`config.mk`:
```
export PLATFORM = sky130hd
export DESIGN_NAME = fifo_queue_with_delete
export DESIGN_NICKNAME = d
export VERILOG_FILES = /design/src/rtl/core/fqd_pkg.sv /design/src/rtl/core/fqd_front.sv /design/src/rtl/core/fqd_cmd_queue.sv /design/src/rtl/core/fqd_back.sv /design/src/rtl/core/fifo_queue_with_delete.sv
export VERILOG_INCLUDE_DIRS = /design/src /design/src/rtl/core
export SDC_FILE = /design/constraint.sdc
export NUM_CORES = 1
export LEC_CHECK = 0
export ABC_CLOCK_PERIOD_IN_PS = 4000
export BUFFER_PORTS_ARGS = -buffer_cell sky130_fd_sc_hd__buf_4
export CAP_MARGIN = 0
export CORE_UTILIZATION = 23
export DETAILED_ROUTE_END_ITERATION = 6
export PLACE_DENSITY_LB_ADDON = 0.2
export SYNTH_ARGS = -nofsm -noshare
export SYNTH_HDL_FRONTEND = slang
export SYNTH_SLANG_ARGS = --single-unit
```
`constraint.sdc`:
```
create_clock -name clk -period 4 [get_ports clk]
set_input_delay 0.6 -clock clk [delete_from_list [all_inputs] [get_ports clk]]
set_output_delay 0.6 -clock clk [all_outputs]
set_load 0.1 [all_outputs]
```
`src/rtl/core/fifo_queue_with_delete_macros.svh`:
```
// ----------------------------------------------------------------------------
// fifo_queue_with_delete_macros.svh
// Assertion macros used by the queue RTL.
// ----------------------------------------------------------------------------
`ifndef FIFO_QUEUE_WITH_DELETE_MACROS_SVH
`define FIFO_QUEUE_WITH_DELETE_MACROS_SVH

// Same-cycle implication, checked outside reset
`define FQD_ASSERT_NOW(label, clk, rst_n, ante, cons) \
	label: assert property (@(posedge clk) disable iff (!(rst_n)) (ante) |-> (cons)) \
		else $error("fifo_queue_with_delete: same-cycle check failed");

// Next-cycle implication, checked outside reset
`define FQD_ASSERT_NEXT(label, clk, rst_n, ante, cons) \
	label: assert property (@(posedge clk) disable iff (!(rst_n)) (ante) |=> (cons)) \
		else $error("fifo_queue_with_delete: next-cycle check failed");

`endif

```
`src/rtl/core/fqd_pkg.sv`:
```
`timescale 1ns / 1ps
// ----------------------------------------------------------------------------
// fqd_pkg
// Shared types and constants of the handle queue with delete.
// ----------------------------------------------------------------------------
package fqd_pkg;

	// Defaults for the top-level parameters
	localparam int DEPTH_DEF       = 16;
	localparam int HANDLE_BITS_DEF = 32;

	// Fixed field widths on the ports
	localparam int KIND_W         = 2;
	localparam int HANDLE_FIELD_W = 32;
	localparam int FILL_W         = 5;
	localparam int S_TDATA_W      = 32;
	localparam int S_TUSER_W      = 2;
	localparam int M_TDATA_W      = 40;

	// Request kind codes as they arrive on the port
	localparam logic [KIND_W-1:0] KIND_ENQ = 2'd0;
	localparam logic [KIND_W-1:0] KIND_DEQ = 2'd1;
	localparam logic [KIND_W-1:0] KIND_DEL = 2'd2;

	// Classified operation handed from front to back
	typedef enum logic [1:0] {
		OP_ENQ,
		OP_DEQ,
		OP_DEL,
		OP_BAD
	} op_t;

	localparam int OP_W = $bits(op_t);

	// Back-end sequencer states
	typedef enum logic [1:0] {
		ST_IDLE,
		ST_DEQ,
		ST_SEARCH,
		ST_SHIFT
	} state_t;

endpackage

```
`src/rtl/core/fqd_front.sv`:
```
`timescale 1ns / 1ps
// ----------------------------------------------------------------------------
// fqd_front
// Accepts request beats and classifies them into queue operations.
// ----------------------------------------------------------------------------
module fqd_front #(
	parameter int HANDLE_BITS = fqd_pkg::HANDLE_BITS_DEF
) (
	input  logic                                clk,
	input  logic                                arst_n,
	input  logic                                s_tvalid,
	output logic                                s_tready,
	input  logic [fqd_pkg::S_TDATA_W-1:0]       s_tdata,   // [31:0] handle_in
	input  logic [fqd_pkg::S_TUSER_W-1:0]       s_tuser,   // [1:0] kind
	output logic                                push_valid,
	input  logic                                push_ready,
	output logic [fqd_pkg::OP_W+HANDLE_BITS-1:0] push_data
);

	logic                   vld_s1;
	fqd_pkg::op_t           op_s1;
	logic [HANDLE_BITS-1:0] hnd_s1;
	fqd_pkg::op_t           op_cls;
	logic [HANDLE_BITS-1:0] hnd_in;
	logic                   hnd_null;

	// Take the handle at the stored width
	assign hnd_in   = HANDLE_BITS'(s_tdata[fqd_pkg::HANDLE_FIELD_W-1:0]);
	assign hnd_null = (hnd_in == '0);

	// Classify the request; null enqueue or delete handles and unknown kinds become errors
	always_comb begin
		unique case (s_tuser[fqd_pkg::KIND_W-1:0])
			fqd_pkg::KIND_ENQ: op_cls = hnd_null ? fqd_pkg::OP_BAD : fqd_pkg::OP_ENQ;
			fqd_pkg::KIND_DEQ: op_cls = fqd_pkg::OP_DEQ;
			fqd_pkg::KIND_DEL: op_cls = hnd_null ? fqd_pkg::OP_BAD : fqd_pkg::OP_DEL;
			default:           op_cls = fqd_pkg::OP_BAD;
		endcase
	end

	// Hold one classified beat until the command queue takes it
	assign s_tready   = !vld_s1 || push_ready;
	assign push_valid = vld_s1;
	assign push_data  = {op_s1, hnd_s1};

	always_ff @(posedge clk or negedge arst_n) begin
		if (!arst_n) begin
			vld_s1 <= 1'b0;
		end else if (s_tready) begin
			vld_s1 <= s_tvalid;
		end
	end

	always_ff @(posedge clk) begin
		if (s_tvalid && s_tready) begin
			op_s1  <= op_cls;
			hnd_s1 <= hnd_in;
		end
	end

endmodule

```
`src/rtl/core/fqd_cmd_queue.sv`:
```
`timescale 1ns / 1ps
// ----------------------------------------------------------------------------
// fqd_cmd_queue
// Two-entry command queue that decouples the front from the back.
// ----------------------------------------------------------------------------
module fqd_cmd_queue #(
	parameter int WIDTH = fqd_pkg::OP_W + fqd_pkg::HANDLE_BITS_DEF
) (
	input  logic             clk,
	input  logic             arst_n,
	input  logic             push_valid,
	output logic             push_ready,
	input  logic [WIDTH-1:0] push_data,
	output logic             pop_valid,
	input  logic             pop_ready,
	output logic [WIDTH-1:0] pop_data
);

	logic [WIDTH-1:0] ent_q [2];
	logic             wr_ptr_q;
	logic             rd_ptr_q;
	logic [1:0]       cnt_q;
	logic             push;
	logic             pop;

	assign push_ready = (cnt_q != 2'd2);
	assign pop_valid  = (cnt_q != 2'd0);
	assign pop_data   = ent_q[rd_ptr_q];
	assign push       = push_valid && push_ready;
	assign pop        = pop_valid && pop_ready;

	// Advance pointers and count
	always_ff @(posedge clk or negedge arst_n) begin
		if (!arst_n) begin
			wr_ptr_q <= 1'b0;
			rd_ptr_q <= 1'b0;
			cnt_q    <= 2'd0;
		end else begin
			if (push) begin
				wr_ptr_q <= !wr_ptr_q;
			end
			if (pop) begin
				rd_ptr_q <= !rd_ptr_q;
			end
			if (push && !pop) begin
				cnt_q <= cnt_q + 2'd1;
			end else if (pop && !push) begin
				cnt_q <= cnt_q - 2'd1;
			end
		end
	end

	// Store the pushed beat
	always_ff @(posedge clk) begin
		if (push) begin
			ent_q[wr_ptr_q] <= push_data;
		end
	end

endmodule

```
`src/rtl/core/fqd_back.sv`:
```
`timescale 1ns / 1ps
// ----------------------------------------------------------------------------
// fqd_back
// Executes queue operations on the slot memory and registers each result.
// ----------------------------------------------------------------------------
module fqd_back #(
	parameter int DEPTH       = fqd_pkg::DEPTH_DEF,
	parameter int HANDLE_BITS = fqd_pkg::HANDLE_BITS_DEF
) (
	input  logic                                 clk,
	input  logic                                 arst_n,
	input  logic                                 cmd_valid,
	output logic                                 cmd_ready,
	input  logic [fqd_pkg::OP_W+HANDLE_BITS-1:0] cmd_data,
	output logic                                 m_tvalid,
	input  logic                                 m_tready,
	output logic [fqd_pkg::M_TDATA_W-1:0]        m_tdata    // [0] status,
	                                                         // [32:1] handle_out,
	                                                         // [37:33] fill_count
);

	localparam int IW = $clog2(DEPTH);
	localparam int OW = $clog2(DEPTH + 1);
	localparam int PAD_W = fqd_pkg::M_TDATA_W - 1 - fqd_pkg::HANDLE_FIELD_W - fqd_pkg::FILL_W;

	fqd_pkg::state_t state_q;
	fqd_pkg::state_t state_d;

	logic [IW-1:0]          head_q;
	logic [OW-1:0]          occ_q;
	logic [HANDLE_BITS-1:0] hnd_q;
	logic [OW-1:0]          idx_q;
	logic [OW-1:0]          idx_d;
	logic                   rd_vld_s1;
	logic                   rd_vld_d;
	logic [OW-1:0]          rd_pos_s1;
	logic [OW-1:0]          rd_pos_d;
	logic [HANDLE_BITS-1:0] rdata_s1;

	logic [HANDLE_BITS-1:0] mem [DEPTH];

	fqd_pkg::op_t           cmd_op;
	logic [HANDLE_BITS-1:0] cmd_hnd;
	logic                   out_free;
	logic                   pop;
	logic                   match;
	logic                   more;
	logic                   scan_end;
	logic                   not_full;
	logic                   not_empty;

	logic                   rd_en;
	logic [IW-1:0]          rd_addr;
	logic                   wr_en;
	logic [IW-1:0]          wr_addr;
	logic [HANDLE_BITS-1:0] wr_data;
	logic                   head_adv;
	logic                   occ_inc;
	logic                   occ_dec;
	logic                   res_load;
	logic                   res_status;
	logic [HANDLE_BITS-1:0] res_handle;
	logic [OW-1:0]          res_fill;

	logic                              out_valid_q;
	logic                              out_status_q;
	logic [fqd_pkg::HANDLE_FIELD_W-1:0] out_handle_q;
	logic [fqd_pkg::FILL_W-1:0]        out_fill_q;

	// Ring position of an offset from the head; the sum stays below twice DEPTH
	function automatic logic [IW-1:0] slot_at(input logic [IW-1:0] head,
	                                          input logic [OW-1:0] off);
		logic [OW:0] sum;
		begin
			sum = (OW+1)'(head) + (OW+1)'(off);
			if (sum >= (OW+1)'(DEPTH)) begin
				sum = sum - (OW+1)'(DEPTH);
			end
			return IW'(sum);
		end
	endfunction

	assign cmd_op    = fqd_pkg::op_t'(cmd_data[fqd_pkg::OP_W+HANDLE_BITS-1:HANDLE_BITS]);
	assign cmd_hnd   = cmd_data[HANDLE_BITS-1:0];
	assign out_free  = !out_valid_q || m_tready;
	assign pop       = cmd_valid && (state_q == fqd_pkg::ST_IDLE) && out_free;
	assign cmd_ready = (state_q == fqd_pkg::ST_IDLE) && out_free;
	assign match     = rd_vld_s1 && (rdata_s1 == hnd_q);
	assign more      = (idx_q < occ_q);
	assign scan_end  = !rd_vld_s1 && !more;
	assign not_full  = (occ_q < OW'(DEPTH));
	assign not_empty = (occ_q != '0);

	// Next state
	always_comb begin
		state_d = state_q;
		unique case (state_q)
			fqd_pkg::ST_IDLE: begin
				if (pop) begin
					if (cmd_op == fqd_pkg::OP_DEQ && not_empty) begin
						state_d = fqd_pkg::ST_DEQ;
					end else if (cmd_op == fqd_pkg::OP_DEL) begin
						state_d = fqd_pkg::ST_SEARCH;
					end
				end
			end
			fqd_pkg::ST_DEQ: begin
				state_d = fqd_pkg::ST_IDLE;
			end
			fqd_pkg::ST_SEARCH: begin
				if (match) begin
					state_d = fqd_pkg::ST_SHIFT;
				end else if (scan_end) begin
					state_d = fqd_pkg::ST_IDLE;
				end
			end
			fqd_pkg::ST_SHIFT: begin
				if (scan_end) begin
					state_d = fqd_pkg::ST_IDLE;
				end
			end
			default: state_d = fqd_pkg::ST_IDLE;
		endcase
	end

	// Datapath control per state
	always_comb begin
		rd_en      = 1'b0;
		rd_addr    = slot_at(head_q, idx_q);
		wr_en      = 1'b0;
		wr_addr    = slot_at(head_q, occ_q);
		wr_data    = cmd_hnd;
		head_adv   = 1'b0;
		occ_inc    = 1'b0;
		occ_dec    = 1'b0;
		res_load   = 1'b0;
		res_status = 1'b1;
		res_handle = '0;
		res_fill   = occ_q;
		idx_d      = idx_q;
		rd_vld_d   = 1'b0;
		rd_pos_d   = rd_pos_s1;
		unique case (state_q)
			fqd_pkg::ST_IDLE: begin
				idx_d = '0;
				if (pop) begin
					unique case (cmd_op)
						fqd_pkg::OP_ENQ: begin
							res_load = 1'b1;
							if (not_full) begin
								wr_en      = 1'b1;
								occ_inc    = 1'b1;
								res_status = 1'b0;
								res_fill   = occ_q + OW'(1);
							end
						end
						fqd_pkg::OP_DEQ: begin
							if (not_empty) begin
								rd_en   = 1'b1;
								rd_addr = head_q;
							end else begin
								res_load = 1'b1;
							end
						end
						fqd_pkg::OP_DEL: begin
							res_load = 1'b0;
						end
						fqd_pkg::OP_BAD: begin
							res_load = 1'b1;
						end
						default: res_load = 1'b1;
					endcase
				end
			end
			fqd_pkg::ST_DEQ: begin
				head_adv   = 1'b1;
				occ_dec    = 1'b1;
				res_load   = 1'b1;
				res_status = 1'b0;
				res_handle = rdata_s1;
				res_fill   = occ_q - OW'(1);
			end
			fqd_pkg::ST_SEARCH: begin
				// Stream reads one slot a cycle and compare each in the cycle after its read
				if (more) begin
					rd_en    = 1'b1;
					rd_vld_d = 1'b1;
					rd_pos_d = idx_q;
					idx_d    = idx_q + OW'(1);
				end
				if (match) begin
					rd_en    = 1'b0;
					rd_vld_d = 1'b0;
					idx_d    = rd_pos_s1 + OW'(1);
				end else if (scan_end) begin
					res_load = 1'b1;
				end
			end
			fqd_pkg::ST_SHIFT: begin
				// Read the next slot and write the previous one a place earlier
				if (more) begin
					rd_en    = 1'b1;
					rd_vld_d = 1'b1;
					rd_pos_d = idx_q;
					idx_d    = idx_q + OW'(1);
				end
				if (rd_vld_s1) begin
					wr_en   = 1'b1;
					wr_addr = slot_at(head_q, rd_pos_s1 - OW'(1));
					wr_data = rdata_s1;
				end
				if (scan_end) begin
					occ_dec    = 1'b1;
					res_load   = 1'b1;
					res_status = 1'b0;
					res_fill   = occ_q - OW'(1);
				end
			end
			default: res_load = 1'b0;
		endcase
	end

	// Control registers
	always_ff @(posedge clk or negedge arst_n) begin
		if (!arst_n) begin
			state_q     <= fqd_pkg::ST_IDLE;
			head_q      <= '0;
			occ_q       <= '0;
			idx_q       <= '0;
			rd_vld_s1   <= 1'b0;
			out_valid_q <= 1'b0;
		end else begin
			state_q   <= state_d;
			idx_q     <= idx_d;
			rd_vld_s1 <= rd_vld_d;
			if (head_adv) begin
				head_q <= (head_q == IW'(DEPTH - 1)) ? '0 : head_q + IW'(1);
			end
			if (occ_inc) begin
				occ_q <= occ_q + OW'(1);
			end else if (occ_dec) begin
				occ_q <= occ_q - OW'(1);
			end
			if (res_load) begin
				out_valid_q <= 1'b1;
			end else if (m_tready) begin
				out_valid_q <= 1'b0;
			end
		end
	end

	// Payload registers
	always_ff @(posedge clk) begin
		rd_pos_s1 <= rd_pos_d;
		if (pop) begin
			hnd_q <= cmd_hnd;
		end
		if (res_load) begin
			out_status_q <= res_status;
			out_handle_q <= fqd_pkg::HANDLE_FIELD_W'(res_handle);
			out_fill_q   <= fqd_pkg::FILL_W'(res_fill);
		end
	end

	// Slot memory: one write and one registered read a cycle
	always_ff @(posedge clk) begin
		if (wr_en) begin
			mem[wr_addr] <= wr_data;
		end
	end

	always_ff @(posedge clk) begin
		if (rd_en) begin
			rdata_s1 <= mem[rd_addr];
		end
	end

	assign m_tvalid = out_valid_q;
	assign m_tdata  = {{PAD_W{1'b0}}, out_fill_q, out_handle_q, out_status_q};

endmodule

```
`src/rtl/core/fifo_queue_with_delete.sv`:
```
`timescale 1ns / 1ps
// Path: a request beat is registered in the front, queued in the command queue, then executed;
// enqueue and error results load on issue, dequeue results after the head slot read.
// Throughput: one enqueue or error a cycle while results drain; a dequeue or delete holds
// the executor, a delete reading one slot a cycle to find the match and close the gap.
// Reset: arst_n clears the queue to empty; slot contents are not cleared.
// ----------------------------------------------------------------------------
// fifo_queue_with_delete
// Bounded FIFO of nonzero handles with enqueue, dequeue and delete by value.
// ----------------------------------------------------------------------------
`include "fifo_queue_with_delete_macros.svh"

module fifo_queue_with_delete #(
	parameter int DEPTH       = fqd_pkg::DEPTH_DEF,
	parameter int HANDLE_BITS = fqd_pkg::HANDLE_BITS_DEF
) (
	input  logic                          clk,
	input  logic                          arst_n,
	input  logic                          s_tvalid,
	output logic                          s_tready,
	input  logic [fqd_pkg::S_TDATA_W-1:0] s_tdata,   // [31:0] handle_in
	input  logic [fqd_pkg::S_TUSER_W-1:0] s_tuser,   // [1:0] kind
	output logic                          m_tvalid,
	input  logic                          m_tready,
	output logic [fqd_pkg::M_TDATA_W-1:0] m_tdata    // [0] status, [32:1] handle_out,
	                                                 // [37:33] fill_count
);

	localparam int CMD_W = fqd_pkg::OP_W + HANDLE_BITS;

	logic             push_valid;
	logic             push_ready;
	logic [CMD_W-1:0] push_data;
	logic             cmd_valid;
	logic             cmd_ready;
	logic [CMD_W-1:0] cmd_data;

	// Accept and classify
	fqd_front #(
		.HANDLE_BITS(HANDLE_BITS)
	) u_front (
		.clk       (clk),
		.arst_n    (arst_n),
		.s_tvalid  (s_tvalid),
		.s_tready  (s_tready),
		.s_tdata   (s_tdata),
		.s_tuser   (s_tuser),
		.push_valid(push_valid),
		.push_ready(push_ready),
		.push_data (push_data)
	);

	// Decouple front and back
	fqd_cmd_queue #(
		.WIDTH(CMD_W)
	) u_cmd_queue (
		.clk       (clk),
		.arst_n    (arst_n),
		.push_valid(push_valid),
		.push_ready(push_ready),
		.push_data (push_data),
		.pop_valid (cmd_valid),
		.pop_ready (cmd_ready),
		.pop_data  (cmd_data)
	);

	// Execute on the slot memory
	fqd_back #(
		.DEPTH      (DEPTH),
		.HANDLE_BITS(HANDLE_BITS)
	) u_back (
		.clk      (clk),
		.arst_n   (arst_n),
		.cmd_valid(cmd_valid),
		.cmd_ready(cmd_ready),
		.cmd_data (cmd_data),
		.m_tvalid (m_tvalid),
		.m_tready (m_tready),
		.m_tdata  (m_tdata)
	);

	// Reported length never exceeds the capacity
	`FQD_ASSERT_NOW(a_fill_bound, clk, arst_n, m_tvalid, (32'(m_tdata[37:33]) <= 32'(DEPTH)) || (DEPTH >= 32))

	// Error results carry no handle
	`FQD_ASSERT_NOW(a_err_no_handle, clk, arst_n, m_tvalid && m_tdata[0], m_tdata[32:1] == '0)

	// A command is taken only when the result slot can hold its result
	`FQD_ASSERT_NOW(a_pop_out_free, clk, arst_n, cmd_valid && cmd_ready, !m_tvalid || m_tready)

	// A stalled result beat keeps its payload
	`FQD_ASSERT_NEXT(a_out_hold, clk, arst_n, m_tvalid && !m_tready, m_tvalid && $stable(m_tdata))

endmodule

```
Yosys cells after proc, flatten, opt, wreduce, memory -nomap -nowiden
Memory sizes are Yosys's and may differ from the RTL's. A register that Yosys moved wholly into a read port is not among the register bits.
Index checks and enable logic that the tools add are counted.
{"block": "word_totals", "in_bits": 38, "output_inout_bits": 42, "n_memories": 2, "register_bits": 132, "ram_bits": 580}
{"name": "u_back.mem", "words": 16, "width": 32, "rd": 1, "rd_ports_with_merged_regs": 1, "write_ports": 1, "line": "fqd_back.sv:40", "rtl": "logic [HANDLE_BITS-1:0] mem [DEPTH];"}
{"name": "u_cmd_queue.ent_q", "words": 2, "width": 34, "rd": 1, "rd_ports_with_merged_regs": 0, "write_ports": 1, "line": "fqd_cmd_queue.sv:19", "rtl": "logic [WIDTH-1:0] ent_q [2];"}
{"block": "op_classes", "n_mux": 65, "n_eq_ne": 13, "n_addsub": 14, "n_reduce_logical": 35, "magnitude_cmp": 5}
{"cell": "$mux W32", "count": 2}
{"cell": "$mux W4", "count": 10}
{"cell": "$mux W5", "count": 8}
{"cell": "$eq A32 B32 Y1", "count": 1}
{"cell": "$logic_not A32 Y1", "count": 1}
{"cell": "$pmux W5 S3", "count": 2}
{"cell": "$mux W1", "count": 26}
{"cell": "$add A4 B5 Y6", "count": 3}
{"cell": "$ge A6 B5 Y1 const B", "count": 3}
{"cell": "$mux W2", "count": 8}
{"cell": "$add A5 B1 Y5 const B", "count": 3}
{"cell": "$sub A4 B1 Y4 const B", "count": 3}
{"cell": "$logic_and A1 B1 Y1", "count": 11}
{"cell": "$eq A2 B2 Y1 const B", "count": 5}
{"cell": "$sub A5 B1 Y5 const B", "count": 2}
{"cell": "$pmux W1 S3", "count": 3}
{"cell": "$logic_not A1 Y1", "count": 8}
{"cell": "$pmux W2 S4", "count": 1}
{"cell": "$reduce_bool A2 Y1", "count": 4}
{"cell": "$eq A2 B1 Y1 const B", "count": 3}
{"cell": "$logic_not A2 Y1", "count": 3}
{"cell": "$pmux W1 S2", "count": 3}
{"cell": "$pmux W2 S3", "count": 1}
{"cell": "$lt A5 B5 Y1", "count": 1}
{"cell": "14 further kinds", "count": 17}

Logic depth before layout (Yosys ltp)
Gate-level depths: netlist of run 1.
{"block": "depth", "word_depth": 7, "ltp_mapped": 13}

Hierarchy
From an unflattened synthesis of run 1, not the netlist that was laid out.
{"block": "hier_totals", "hier_cells": 1988, "hier_area_um2": 30322.8}
{"mod": "fqd_back", "cells_each": 1813, "instances": 1, "area_each_um2": 26366.5}
{"mod": "fqd_cmd_queue", "cells_each": 124, "instances": 1, "area_each_um2": 2798.9}
{"mod": "fqd_front", "cells_each": 51, "instances": 1, "area_each_um2": 1157.4}

Least setup slack after synthesis of run 1
No wires, ideal clock.
{"block": "synth_timing", "path_kind": "register -> register", "from": "register u_cmd_queue.rd_ptr_q", "to": "memory u_back.mem[2][0] (netlist name) (enable)", "required_time_ns": 3.579, "setup_time_ns": 0.421, "arrival_time_ns": 3.574, "stages_incl_launch_ff": 11, "n_path_buf": 2, "setup_slack_ns": 0.005, "path_cell_list": "dfrtp_1 clkbuf_1 buf_1 mux2i_1 ha_1 nand3_1 nor2_1 nand3_1 o21ai_0 nand2_1 nor2_1"}
{"block": "synth_between", "elab_chain_cells": 7}
{"element": "start: declaration", "line": "fqd_cmd_queue.sv:21", "rtl": "logic rd_ptr_q;"}
{"element": "start signal: assignment", "line": "fqd_cmd_queue.sv:43", "rtl": "rd_ptr_q <= !rd_ptr_q;"}
{"element": "$mem_v2 Z2 W34"}
{"element": "$logic_not A2 Y1", "line": "fqd_back.sv:147", "rtl": "unique case (cmd_op)"}
{"element": "$mux W1", "line": "fqd_back.sv:147"}
{"element": "$mux W1", "line": "fqd_back.sv:146", "rtl": "if (pop) begin"}
{"element": "$pmux W1 S2", "line": "fqd_back.sv:143", "rtl": "unique case (state_q)"}
{"element": "$mux W1", "line": "fqd_back.sv:267", "rtl": "if (wr_en) begin"}
{"element": "$mux W1 (not written as such)", "line": "fqd_back.sv:268", "rtl": "mem[wr_addr] <= wr_data;"}
{"element": "end: declaration", "line": "fqd_back.sv:40"}
Every way passes these cells.

Worst setup path after layout of run 1
{"block": "layout_timing", "from": "register u_back.occ_q[0]", "to": "register u_back.rdata_s1[11], read port of u_back.mem, data pin"}
{"block": "layout_between", "elab_chain_cells": 5, "elab_cells_between_ends": 12, "cone_classes": "order compare (1); mux (10); reduce/logical (1)"}
{"element": "start: declaration", "line": "fqd_back.sv:30", "rtl": "logic [OW-1:0] occ_q;"}
{"element": "start signal: assignment", "line": "fqd_back.sv:240", "rtl": "occ_q <= occ_q + OW'(1);"}
{"element": "start signal: assignment", "line": "fqd_back.sv:242", "rtl": "occ_q <= occ_q - OW'(1);"}
{"element": "branches (longest 5 deep; another with $lt A5 B5 Y1)"}
{"element": "end: declaration", "line": "fqd_back.sv:38", "rtl": "logic [HANDLE_BITS-1:0] rdata_s1;"}
Parallel ways; which one is timed is not known.
A chain may end at the register's enable or synchronous reset.

==> results of run 1 <==
==> area by class of cell <==
type / instances / area [sq um]
Antenna cell: 1 / 2.50
Clock buffer: 94 / 2120
Clock inverter: 54 / 638
Fill cell: 13100 / 93700
Inverter: 28 / 105
Multi-Input combinational cell: 955 / 7730
Sequential cell: 744 / 22200
Tap cell: 1742 / 2180
Timing Repair Buffer: 146 / 1490
==> how the worst max path moves through the flow <==
stage	startpoint	end	slack [ps]	cells after the start
6_report	u_back.occ_q[0]	u_back.rdata_s1[11]	450	10
5_1_grt	u_back.occ_q[0]	u_back.rdata_s1[9]	230	10
4_1_cts	u_back.occ_q[0]	u_back.rdata_s1[11]	450	10
3_5_place_dp	u_back.occ_q[0]	u_back.rdata_s1[11]	470	10
3_3_place_gp	u_back.occ_q[1]	u_back.rdata_s1[9]	510	10
2_1_floorplan	u_cmd_queue.rd_ptr_q	u_back.mem[2][0]	5	10
==> flip-flops by register name (all words and copies together) (netlist names), 4 cells and up <==
register             count
u_back.occ_q             5
u_back.out_fill_q        5
u_back.out_handle_q     32
u_back.idx_q             5
u_back.rdata_s1         32
u_back.hnd_q            32
u_back.mem             512
u_cmd_queue.ent_q       68
u_back.head_q            4
u_back.rd_pos_s1         5
u_front.hnd_s1          32
==> power groups by stage <==
stage	combinational, uW	sequential, uW	clock, uW
floorplan	8300	12300	0
global placement	13600	11700	0
detailed placement	13700	11800	0
CTS	13700	11600	8000
global route	14500	11700	8270
finish	13400	11600	7760
==> routing by layer <==
metal / wire length, microns / GRT usage [%] / part of all wire [%]
met2: 39800 / 20.6 / 48
met3: 2770 / 1.76 / 3.3
met4: 2040 / 3.54 / 2.5
met5: 0 / 0 / 0
met1: 38400 / 16.7 / 46
==> per-stage QoR <==
stage	util [%]	hold WS [ps]
2_1_floorplan	-	304
3_3_place_gp	25.9	425
3_5_place_dp	25.9	432
4_1_cts	28.0	87.9
5_1_grt	28.0	94.6
6_report	28.0	130
==> worst max-delay path: cells and delay by family, from the launching register on <==
family          cells  cell delay [ps]
simple gates        3              850
buf+inv             3              710
flops               1              450
mux                 2              720
fa+ha+maj           1              290
compound gates      1              200
==> cells by family after synthesis <==
kind of cell / share of synthesized area [%]
compound gates: 5.14
fa+ha+maj: 1.48
simple gates: 5.12
mux: 11.7
xor+xnor: 1.47
other cells: 0.0124
flops: 73.2
buf+inv: 1.89
==> repair_timing <==
action	CTS	global route
setup endpoints to repair	0	0
endpoints found under the hold margin	23	0
hold buffers	1	0
==> layout by cell type, fill, tap and decap left out, types with 9 or more instances in the layout <==
master and instances:
and2_1 36, nand4_1 42, mux2i_1 132, clkinv_1 12, nand3_1 12, a21oi_1 14, nor2_1 19, o21ai_0 20
buf_4 114, buf_12 31, nor4_1 11, clkbuf_16 83, o211ai_1 128, inv_1 28, bufinv_16 11, xnor2_1 42
edfxtp_1 721, nor3_1 9, ha_1 30, clkbuf_1 11, mux2_2 133, mux2_1 61, nand2_1 160, xor2_1 9
clkinv_2 16, dfrtp_1 22, nor2_4 18
==> cell usage after synthesis (4+ instances only) <==
master,number,share of area [%]
edfxtp_1,721,71
nand2_1,161,2.0
mux2_2,133,4.9
mux2i_1,133,4.4
o211ai_1,128,3.2
mux2_1,61,2.3
nand4_1,42,0.87
xnor2_1,42,1.2
and2_1,38,0.78
nor2_1,37,0.46
buf_2,36,0.59
clkbuf_1,35,0.43
ha_1,31,1.3
inv_1,28,0.35
dfrtp_1,23,1.9
o21ai_0,20,0.33
buf_4,16,0.40
a21oi_1,14,0.23
nand3_1,12,0.20
nor4_1,11,0.23
nor3_1,9,0.15
xor2_1,9,0.26
a21o_1,7,0.17
nand2b_1,7,0.14
a31oi_1,5,0.10
o31ai_1,5,0.12
buf_1,4,0.049
==> out/qor.txt, run 1 <==
Ports = 80
drt first pass iters = 5
Iter 0 DRT Violations = 1086
Clock Path Buffers = 3
ys async rst share = 3.09%
initial antenna violation count = 1
Hold WC Path Type = in -> reg
drt wl/cell = 22.1 microns
pin count of the biggest net entering global routing = 93
GR Overflow Total = 0
area grow syn2layout = 20.2%
Max Slew Vio Count = 0
Internal Power = 20100 uW
Tot Pwr = 32700 uW
first-pass GRT wire length = 119 mm
DP Worst Slack = 467 ps
crit-path max FO = 40
Final Net Count = 2029
slowest cell on the critical path = or4b_4
vias in the first global route = 16600
Final Skew = 28.6 ps
P_sw = 12600 uW
final hold vios = 0
row cnt = 132
Hold Path Depth = 1
Final WS setup = 448 ps
Pwr per Cell Area = 897 nW/um^2
Seq cells post-synth = 744
RSZ-0062 raised after global routing = no
Initial Utilization = 23.3%
Req. time, crit path = 4390 ps
Synth Flop Type = edfxtp_1
DP Wirelength = 47.9 mm
switch share = 38.5%
Mapped Area = 30400 sq um
post-synthesis cell count = 1819
final worst-path cycle share = 88.8%
TritonCTS Sinks = 744
crit path capture type = flop
DRC Markers = 0
status = completed
Worst slew margin = 26.6%
Seq pwr share = 35.3%
H-Tree Depth = 3
critical path class = reg -> reg
syn avg cell area = 16.7 sq um
insertion delay to the later sink of the worst-skew pair = 660 ps
TNS Setup = 0 ps
CTS resizes = 0
clock root cell = clkbuf_16
Hold Path Sink = u_front.hnd_s1[13]
Hold Crit Start = s_tdata[13]
critical path launch point type = flop
max incr delay on CP = 520 ps
Die X = 365 microns
R2R Path End = u_back.rdata_s1[11]
CORE AREA = 130000 sq um
Synth cell types = 61
clock-pin slew on the worst setup and hold paths = 60 ps
Max Cap Viol = 0
Cell Area, Placed = 33700 sq um
total die area = 133000 sq um
remaining antenna violation count = 0
# placed instances = 3614
leakage = 0.0122 uW
final instance area = 36500 sq um
number of flops mapped to enable cells by yosys = 721
routability cong. = 0.756
die height = 365 microns
final setup fails = 0
CTS buffer count = 82
Tot GR Track Use = 12.4%
Port Buffers = 77
RR Startpoint = u_back.occ_q[0]
peak supply drop = 0.000489 V
Reg2Reg Depth = 10
share of layout cells above drive strength 1 = 21.7%
Post-CTS Setup Inserts = 0
Max Clock Freq = 0.282 GHz
crit-path cells = inv_1 -> ha_1 -> or4b_4 -> nand4_1 -> mux2i_4 -> buf_12 -> buf_12 -> mux2_2 -> o211ai_1 -> nand4_1
crit path DAT = 3940 ps
TritonCTS clock tree = done
register area share after synthesis = 73.2%
total routed wirelength = 83.0 mm
Least-Margin Pin Slew = 1100 ps
Tmin final = 3550 ps
Yosys Warn Count = 0
vias per std cell = 4.27
Cell Count, Final, Fillers Out = 3764
Via Count = 16100
R2R setup slack = 450 ps
Clk pwr share = 23.7%
combinational share of power = 41.0%
No activity file was read; power rests on OpenSTA's default activity.
==> inputs of run 2 (changes only) <==
ABC_CLOCK_PERIOD_IN_PS = 3500   (was 4000)
CORE_UTILIZATION = 45   (was 23)
clock period = 3.5 ns   (was 4 ns; I/O delays follow)
==> out/qor.txt, run 2 (same netlist as run 1, synthesis figures left out) <==
Clock Path Buffers = 3 (unchanged)
Tot GR Track Use = 21.9% (was 12.4%)
M1 wire length = 32.7 mm (was 38.4 mm)
row cnt = 94 (was 132)
Max Slew Vio Count = 0 (unchanged)
TritonCTS Sinks = 744 (unchanged)
Most flops, register = u_back.mem (unchanged)
area grow syn2layout = 16.2% (was 20.2%)
Req. time, crit path = 3850 ps (was 4390 ps)
Final Net Count = 2039 (was 2029)
commonest non-fill, non-tap cell in the layout = edfxtp_1 (unchanged)
final hold vios = 0 (unchanged)
Post-CTS Setup Inserts = 0 (unchanged)
metal3 WL = 3.96 mm (was 2.77 mm)
total die area = 68500 sq um (was 133000 sq um)
Hold Path Depth = 1 (unchanged)
vias per std cell = 5.66 (was 4.27)
Iter 0 DRT Violations = 1661 (was 1086)
DP Wirelength = 44.8 mm (was 47.9 mm)
Hold Path Sink = u_front.hnd_s1[17] (was u_front.hnd_s1[13])
Reg2Reg Depth = 9 (was 10)
CTS Hold Bufs = 1 (unchanged)
H-Tree Depth = 3 (unchanged)
first-pass GRT wire length = 108 mm (was 119 mm)
clock root cell = clkbuf_16 (unchanged)
highest routed metal layer = met4 (unchanged)
status = completed (unchanged)
Final Skew = 22.8 ps (was 28.6 ps)
Die X = 262 microns (was 365 microns)
share of layout cells above drive strength 1 = 21.7% (about the same)
Ports = 80 (unchanged)
R2R Path End = u_back.rdata_s1[31] (was u_back.rdata_s1[11])
max reg flops = 512 (unchanged)
routability cong. = 0.860 (was 0.756)
RSZ-0062 raised after global routing = no (unchanged)
Pwr per Cell Area = 1030 nW/um^2 (was 897 nW/um^2)
DRC Markers = 0 (unchanged)
Hold WC Path Type = in -> reg (unchanged)
vias in the first global route = 16400 (was 16600)
drt wl/cell = 25.5 microns (was 22.1 microns)
Hold Crit Start = s_tdata[17] (was s_tdata[13])
Port Buffers = 77 (unchanged)
Max Cap Viol = 0 (unchanged)
peak supply drop = 0.00120 V (was 0.000489 V)
Initial Utilization = 45.8% (was 23.3%)
met2 routed WL = 35.4 mm (was 39.8 mm)
pin count of the biggest net entering global routing = 56 (was 93)
CTS resizes = 0 (unchanged)
initial antenna violation count = 0 (was 1)
TritonCTS clock tree = done (unchanged)
Hold Slack = 77.0 ps (was 130 ps)
insertion delay to the later sink of the worst-skew pair = 630 ps (was 660 ps)
R2R setup slack = 100 ps (was 450 ps)
crit-path max FO = 12 (was 40)
Finished Core Util = 53.3% (was 28.0%)
Worst slew margin = 28.6% (was 26.6%)
remaining antenna violation count = 0 (unchanged)
critical path launch point type = flop (unchanged)
leakage = 0.0122 uW (about the same)
Tot Pwr = 36500 uW (was 32700 uW)
final setup fails = 0 (unchanged)
CORE AREA = 66200 sq um (was 130000 sq um)
die height = 262 microns (was 365 microns)
Fillers = 5283 (was 13100)
Via Count = 16400 (was 16100)
Max Clock Freq = 0.294 GHz (was 0.282 GHz)
total routed wirelength = 73.8 mm (was 83.0 mm)
Least-Margin Pin Slew = 1070 ps (was 1100 ps)
final worst-path cycle share = 97.1% (was 88.8%)
GR Overflow Total = 0 (unchanged)
CTS buffer count = 77 (was 82)
crit path capture type = flop (unchanged)
commonest non-fill, non-tap cells in the layout = 721 x edfxtp_1, 160 x nand2_1, 133 x mux2_2, 132 x mux2i_1, 128 x o211ai_1 (unchanged)
biggest regs = u_back.mem: 512 flops, u_cmd_queue.ent_q: 68 flops (unchanged)
Tmin final = 3400 ps (was 3550 ps)
RR Startpoint = u_back.rdata_s1[4] (was u_back.occ_q[0])
crit path DAT = 3750 ps (was 3940 ps)
critical path class = reg -> reg (unchanged)
clock-pin slew on the worst setup and hold paths = 60 ps (about the same)
drt first pass iters = 5 (unchanged)
## run 2: cell types whose count changed in the layout (fill, tap and decap cells not counted), sizes merged
cell,change
buf,+15
bufinv,-4
clkinv,+4
clkinvlp,-3
inv,-4
## run 2: worst max-delay path by stage
stage / startpoint / endpoint / slack, ps / cells past startpoint
detailed placement: u_back.occ_q[0] / u_back.rdata_s1[5] / 260 / 10
floorplan: u_cmd_queue.rd_ptr_q / u_back.mem[2][0] / -490 / 10
global route: u_back.occ_q[0] / u_back.rdata_s1[8] / 80 / 10
global placement: u_back.rdata_s1[4] / u_back.rdata_s1[23] / 270 / 9
CTS: u_back.occ_q[0] / u_back.rdata_s1[31] / 240 / 10
finish: u_back.rdata_s1[4] / u_back.rdata_s1[31] / 100 / 9
## run 2: area by class of cell
type / instances / area (sq um) / share of cell area [%]
antenna: 1 / 2.50 / 0.00710
clock buffer: 94 / 2020 / 5.73
clock inverter: 47 / 477 / 1.35
inverter: 28 / 105 / 0.298
multi-input combinational: 955 / 7730 / 21.9
sequential: 744 / 22200 / 63.0
tap: 864 / 1080 / 3.07
timing repair buffer: 161 / 1620 / 4.61
## run 2: worst max-delay path, stage by stage (launching register included)
cell	delay (ps)
edfxtp_1	560
xnor2_1	440
nand4_1	220
nor4_1	850
buf_4	240
and3_1	170
a21boi_0	120
nor2_1	200
nor2_4	80
buf_4	240
## run 2: power by group
group          total (uW)  switching, uW  internal, uW  leakage (uW)
clock                8090           3410          4670       0.00123
sequential          13300            766         12500       0.00688
combinational       15100           9800          5320       0.00410
## run 2: per-layer routing
| layer | GRT usage, % | up-vias |
|---|---|---|
| met2 | 35.1 | 487 |
| met3 | 3.51 | 109 |
| met5 | 0 | - |
| li1 | - | 7361 |
| met4 | 6.22 | 0 |
| met1 | 30.9 | 8434 |
## run 2: metrics by stage
stage	setup slack (ps)	cell area (sq um)	setup TNS, ps	std cells
after floorplan	-495	30400	-184540	1820
after global placement	267	32800	0	2751
after detailed placement	263	32800	0	2751
after CTS	236	35300	0	2893
after global routing	80.7	35300	0	2893
final	99.8	35300	0	2894
==> inputs of run 3 (changes only) <==
SYNTH_HIERARCHICAL = 1   (was default)
==> out/qor.txt, run 3 <==
vias in the first global route = 17600 (was 16400)
first-pass GRT wire length = 117 mm (was 108 mm)
commonest non-fill, non-tap cells in the layout = 721 x edfxtp_1, 292 x nand2_1, 130 x a311oi_1, 128 x and3_1, 128 x a211oi_1 (was 721 x edfxtp_1, 160 x nand2_1, 133 x mux2_2, 132 x mux2i_1, 128 x o211ai_1)
Cell Area, Placed = 32600 sq um (was 32800 sq um)
highest routed metal layer = met4 (unchanged)
commonest non-fill, non-tap cell in the layout = edfxtp_1 (unchanged)
DP Wirelength = 43.9 mm (was 44.8 mm)
TritonCTS Sinks = 744 (unchanged)
Hold Crit Start = s_tdata[15] (was s_tdata[17])
CORE AREA = 66200 sq um (unchanged)
mux share of post-synthesis cell area = 2.84% (was 11.7%)
row cnt = 94 (unchanged)
DRC Markers = 0 (unchanged)
drt wl/cell = 27.0 microns (was 25.5 microns)
crit path capture type = flop (unchanged)
Max Clock Freq = 0.292 GHz (was 0.294 GHz)
syn avg cell area = 15.3 sq um (was 16.7 sq um)
Hold WC Path Type = in -> reg (unchanged)
status = completed (unchanged)
CTS buffer count = 75 (was 77)
Final Net Count = 2169 (was 2039)
Mapped Area = 30300 sq um (was 30400 sq um)
final setup fails = 0 (unchanged)
Hold Path Depth = 1 (unchanged)
Clock Path Buffers = 3 (unchanged)
vias per std cell = 5.98 (was 5.66)
Synth cell types = 63 (was 61)
share of layout cells above drive strength 1 = 17.0% (was 21.7%)
die height = 262 microns (about the same)
post-synthesis cell count = 1988 (was 1819)
Post-Synth XOR/XNOR Area = 1.42% (was 1.47%)
Iter 0 DRT Violations = 1934 (was 1661)
Initial Utilization = 45.8% (about the same)
register area share after synthesis = 73.3% (was 73.2%)
TNS Setup = 0 ps (unchanged)
post-synthesis simple-gate area fraction = 9.71% (was 5.12%)
crit-path max FO = 74 (was 12)
Seq cells post-synth = 744 (unchanged)
Yosys Warn Count = 6 (was 0)
Via Count = 18100 (was 16400)
final instance area = 35100 sq um (was 35300 sq um)
R2R setup slack = 80 ps (was 100 ps)
leading area contributor after synthesis = edfxtp_1 (unchanged)
GR Overflow Total = 0 (unchanged)
M1 wire length = 35.4 mm (was 32.7 mm)
pin count of the biggest net entering global routing = 99 (was 56)
biggest regs = u_back/mem: 512 flops, u_cmd_queue/ent_q: 68 flops (was u_back.mem: 512 flops, u_cmd_queue.ent_q: 68 flops)
Port Buffers = 77 (unchanged)
critical path launch point type = flop (unchanged)
leakage = 0.0121 uW (was 0.0122 uW)
total die area = 68400 sq um (was 68500 sq um)
main combinational cell family by area after synthesis = simple AND/OR/NAND/NOR gates (was multiplexers)
final worst-path cycle share = 97.8% (was 97.1%)
RR Startpoint = u_back/state_q[0] (was u_back.rdata_s1[4])
Tot GR Track Use = 23.5% (was 21.9%)
Max Slew Vio Count = 0 (unchanged)
drt first pass iters = 5 (unchanged)
top-area cell type share of the netlist area = 71.4% (was 71.3%)
Tmin final = 3420 ps (was 3400 ps)
critical path class = reg -> reg (unchanged)
n_diodes = 0 (was 1)
complex-gate fraction of the synthesized area = 8.73% (was 5.14%)
Post-Synth Adder-Cell Area = 1.48% (about the same)
area grow syn2layout = 15.9% (was 16.2%)
Pwr per Cell Area = 1040 nW/um^2 (was 1030 nW/um^2)
Reg2Reg Depth = 10 (was 9)
Synth Flop Type = edfxtp_1 (unchanged)
metal3 WL = 5.18 mm (was 3.96 mm)
Finished Core Util = 53.1% (was 53.3%)
Die X = 262 microns (about the same)
total routed wirelength = 81.5 mm (was 73.8 mm)
Post-synth top cells = 721 x edfxtp_1, 293 x nand2_1, 130 x a311oi_1 (was 721 x edfxtp_1, 161 x nand2_1, 133 x mux2_2, 133 x mux2i_1, 128 x o211ai_1)
insertion delay to the later sink of the worst-skew pair = 650 ps (was 630 ps)
initial antenna violation count = 1 (was 0)
Worst slew margin = 39.1% (was 28.6%)
Hold Path Sink = u_front/hnd_s1[15] (was u_front.hnd_s1[17])
Most flops, register = u_back/mem (was u_back.mem)
TritonCTS clock tree = done (unchanged)
R2R Path End = u_back/rdata_s1[14] (was u_back.rdata_s1[31])
most frequent cell after synthesis = edfxtp_1 (unchanged)
routability cong. = 0.826 (was 0.860)
clock root cell = clkbuf_16 (unchanged)
Max Cap Viol = 0 (unchanged)
Req. time, crit path = 3880 ps (was 3850 ps)
final hold vios = 0 (unchanged)
ys async rst share = 3.09% (unchanged)
clock-pin slew on the worst setup and hold paths = 60 ps (about the same)
Final Skew = 42.0 ps (was 22.8 ps)
crit path DAT = 3800 ps (was 3750 ps)
max reg flops = 512 (unchanged)
remaining antenna violation count = 0 (unchanged)
RSZ-0062 raised after global routing = no (unchanged)
Least-Margin Pin Slew = 913 ps (was 1070 ps)
Ports = 80 (unchanged)
number of flops mapped to enable cells by yosys = 721 (unchanged)
largest cells by area after synthesis = edfxtp_1 71%, a311oi_1 3.8%, nand2_1 3.6% (was edfxtp_1 71%, mux2_2 4.9%, mux2i_1 4.4%)
met2 routed WL = 38.8 mm (was 35.4 mm)
H-Tree Depth = 3 (unchanged)
peak supply drop = 0.000650 V (was 0.00120 V)
run 3: cell count changes after synthesis, moves of 30 or more:
cell and change:
a211oi_1 +125, or4_1 +31, mux2_2 -97, nand2_1 +132, mux2i_1 -131, o211ai_1 -128, mux2_1 -61, clkbuf_1 +51
nand4_1 -30, and3_1 +127, a311oi_1 +129
run 3: worst max path at each step:
| stage | slack, ps | depth (start not counted) | endpoint | startpoint |
|---|---|---|---|---|
| 6_report | 80 | 10 | u_back/rdata_s1[14] | u_back/state_q[0] |
| 5_1_grt | 0.7 | 12 | u_back/rdata_s1[4] | u_cmd_queue/rd_ptr_q |
| 4_1_cts | 130 | 12 | u_back/rdata_s1[9] | u_back/occ_q[1] |
| 3_5_place_dp | 100 | 11 | u_back/rdata_s1[26] | m_tready |
| 3_3_place_gp | 180 | 11 | u_back/rdata_s1[10] | m_tready |
| 2_1_floorplan | -250 | 11 | u_back/mem[4][0] | u_cmd_queue/rd_ptr_q |
run 3: cell families after synthesis:
| kind of cell | count (synthesis) |
|---|---|
| AOI/OAI and AO/OA | 340 |
| xor gates and xnor gates | 49 |
| adders and majority gates | 34 |
| buffers and inverters | 159 |
| DFF | 744 |
| muxes | 67 |
| other | 1 |
| and+or+nand+nor | 594 |
run 3: metrics by stage:
| stage | setup slack [ps] | hold WS (ps) | power, uW | std cells |
|---|---|---|---|---|
| floorplan | -248 | 229 | 23200 | 1989 |
| global placement | 177 | 425 | 28100 | 2876 |
| detailed placement | 100 | 439 | 28400 | 2876 |
| CTS | 131 | 35.4 | 36200 | 3013 |
| global route | 0.663 | 44.0 | 38100 | 3020 |
| finish | 77.9 | 64.0 | 36500 | 3020 |
run 3: critical path: stages (launching register included):
cell and delay, ps:
dfrtp_1 430, inv_1 110, ha_1 240, nand3_1 270
clkinvlp_4 250, nand3_4 260, nand2_8 230, buf_12 280
a211oi_1 440, a311oi_1 100, or4_1 490
run 3: timing repair:
action / 4_1_cts / 5_1_grt
endpoints found under the hold margin: 23 / 0
hold buffers: 1 / 0
buffers inserted: 0 / 3
endpoints found under the setup margin: 0 / 26
resized for setup: 0 / 4
run 3: layout make-up:
cell class | count | area (sq um)
Clock buffer | 92 | 1980
Clock inverter | 44 | 415
Fill cell | 5289 | 31100
Inverter | 29 | 113
Multi-Input combinational cell | 1086 | 7560
Sequential cell | 744 | 22200
Tap cell | 864 | 1080
Timing Repair Buffer | 161 | 1770
run 3: report_power, final:
group	internal, uW	leakage, uW	switching [uW]	total, uW
Combinational	4760	0.00402	10500	15300
Sequential	12600	0.00687	823	13400
Clock	4440	0.00116	3410	7840
run 3: routing by layer:
layer | vias up | global-route usage, %
met3 | 112 | 3.39
met1 | 9300 | 33.1
met2 | 645 | 37.8
met5 | - | 0
li1 | 7993 | -
met4 | 0 | 6.85
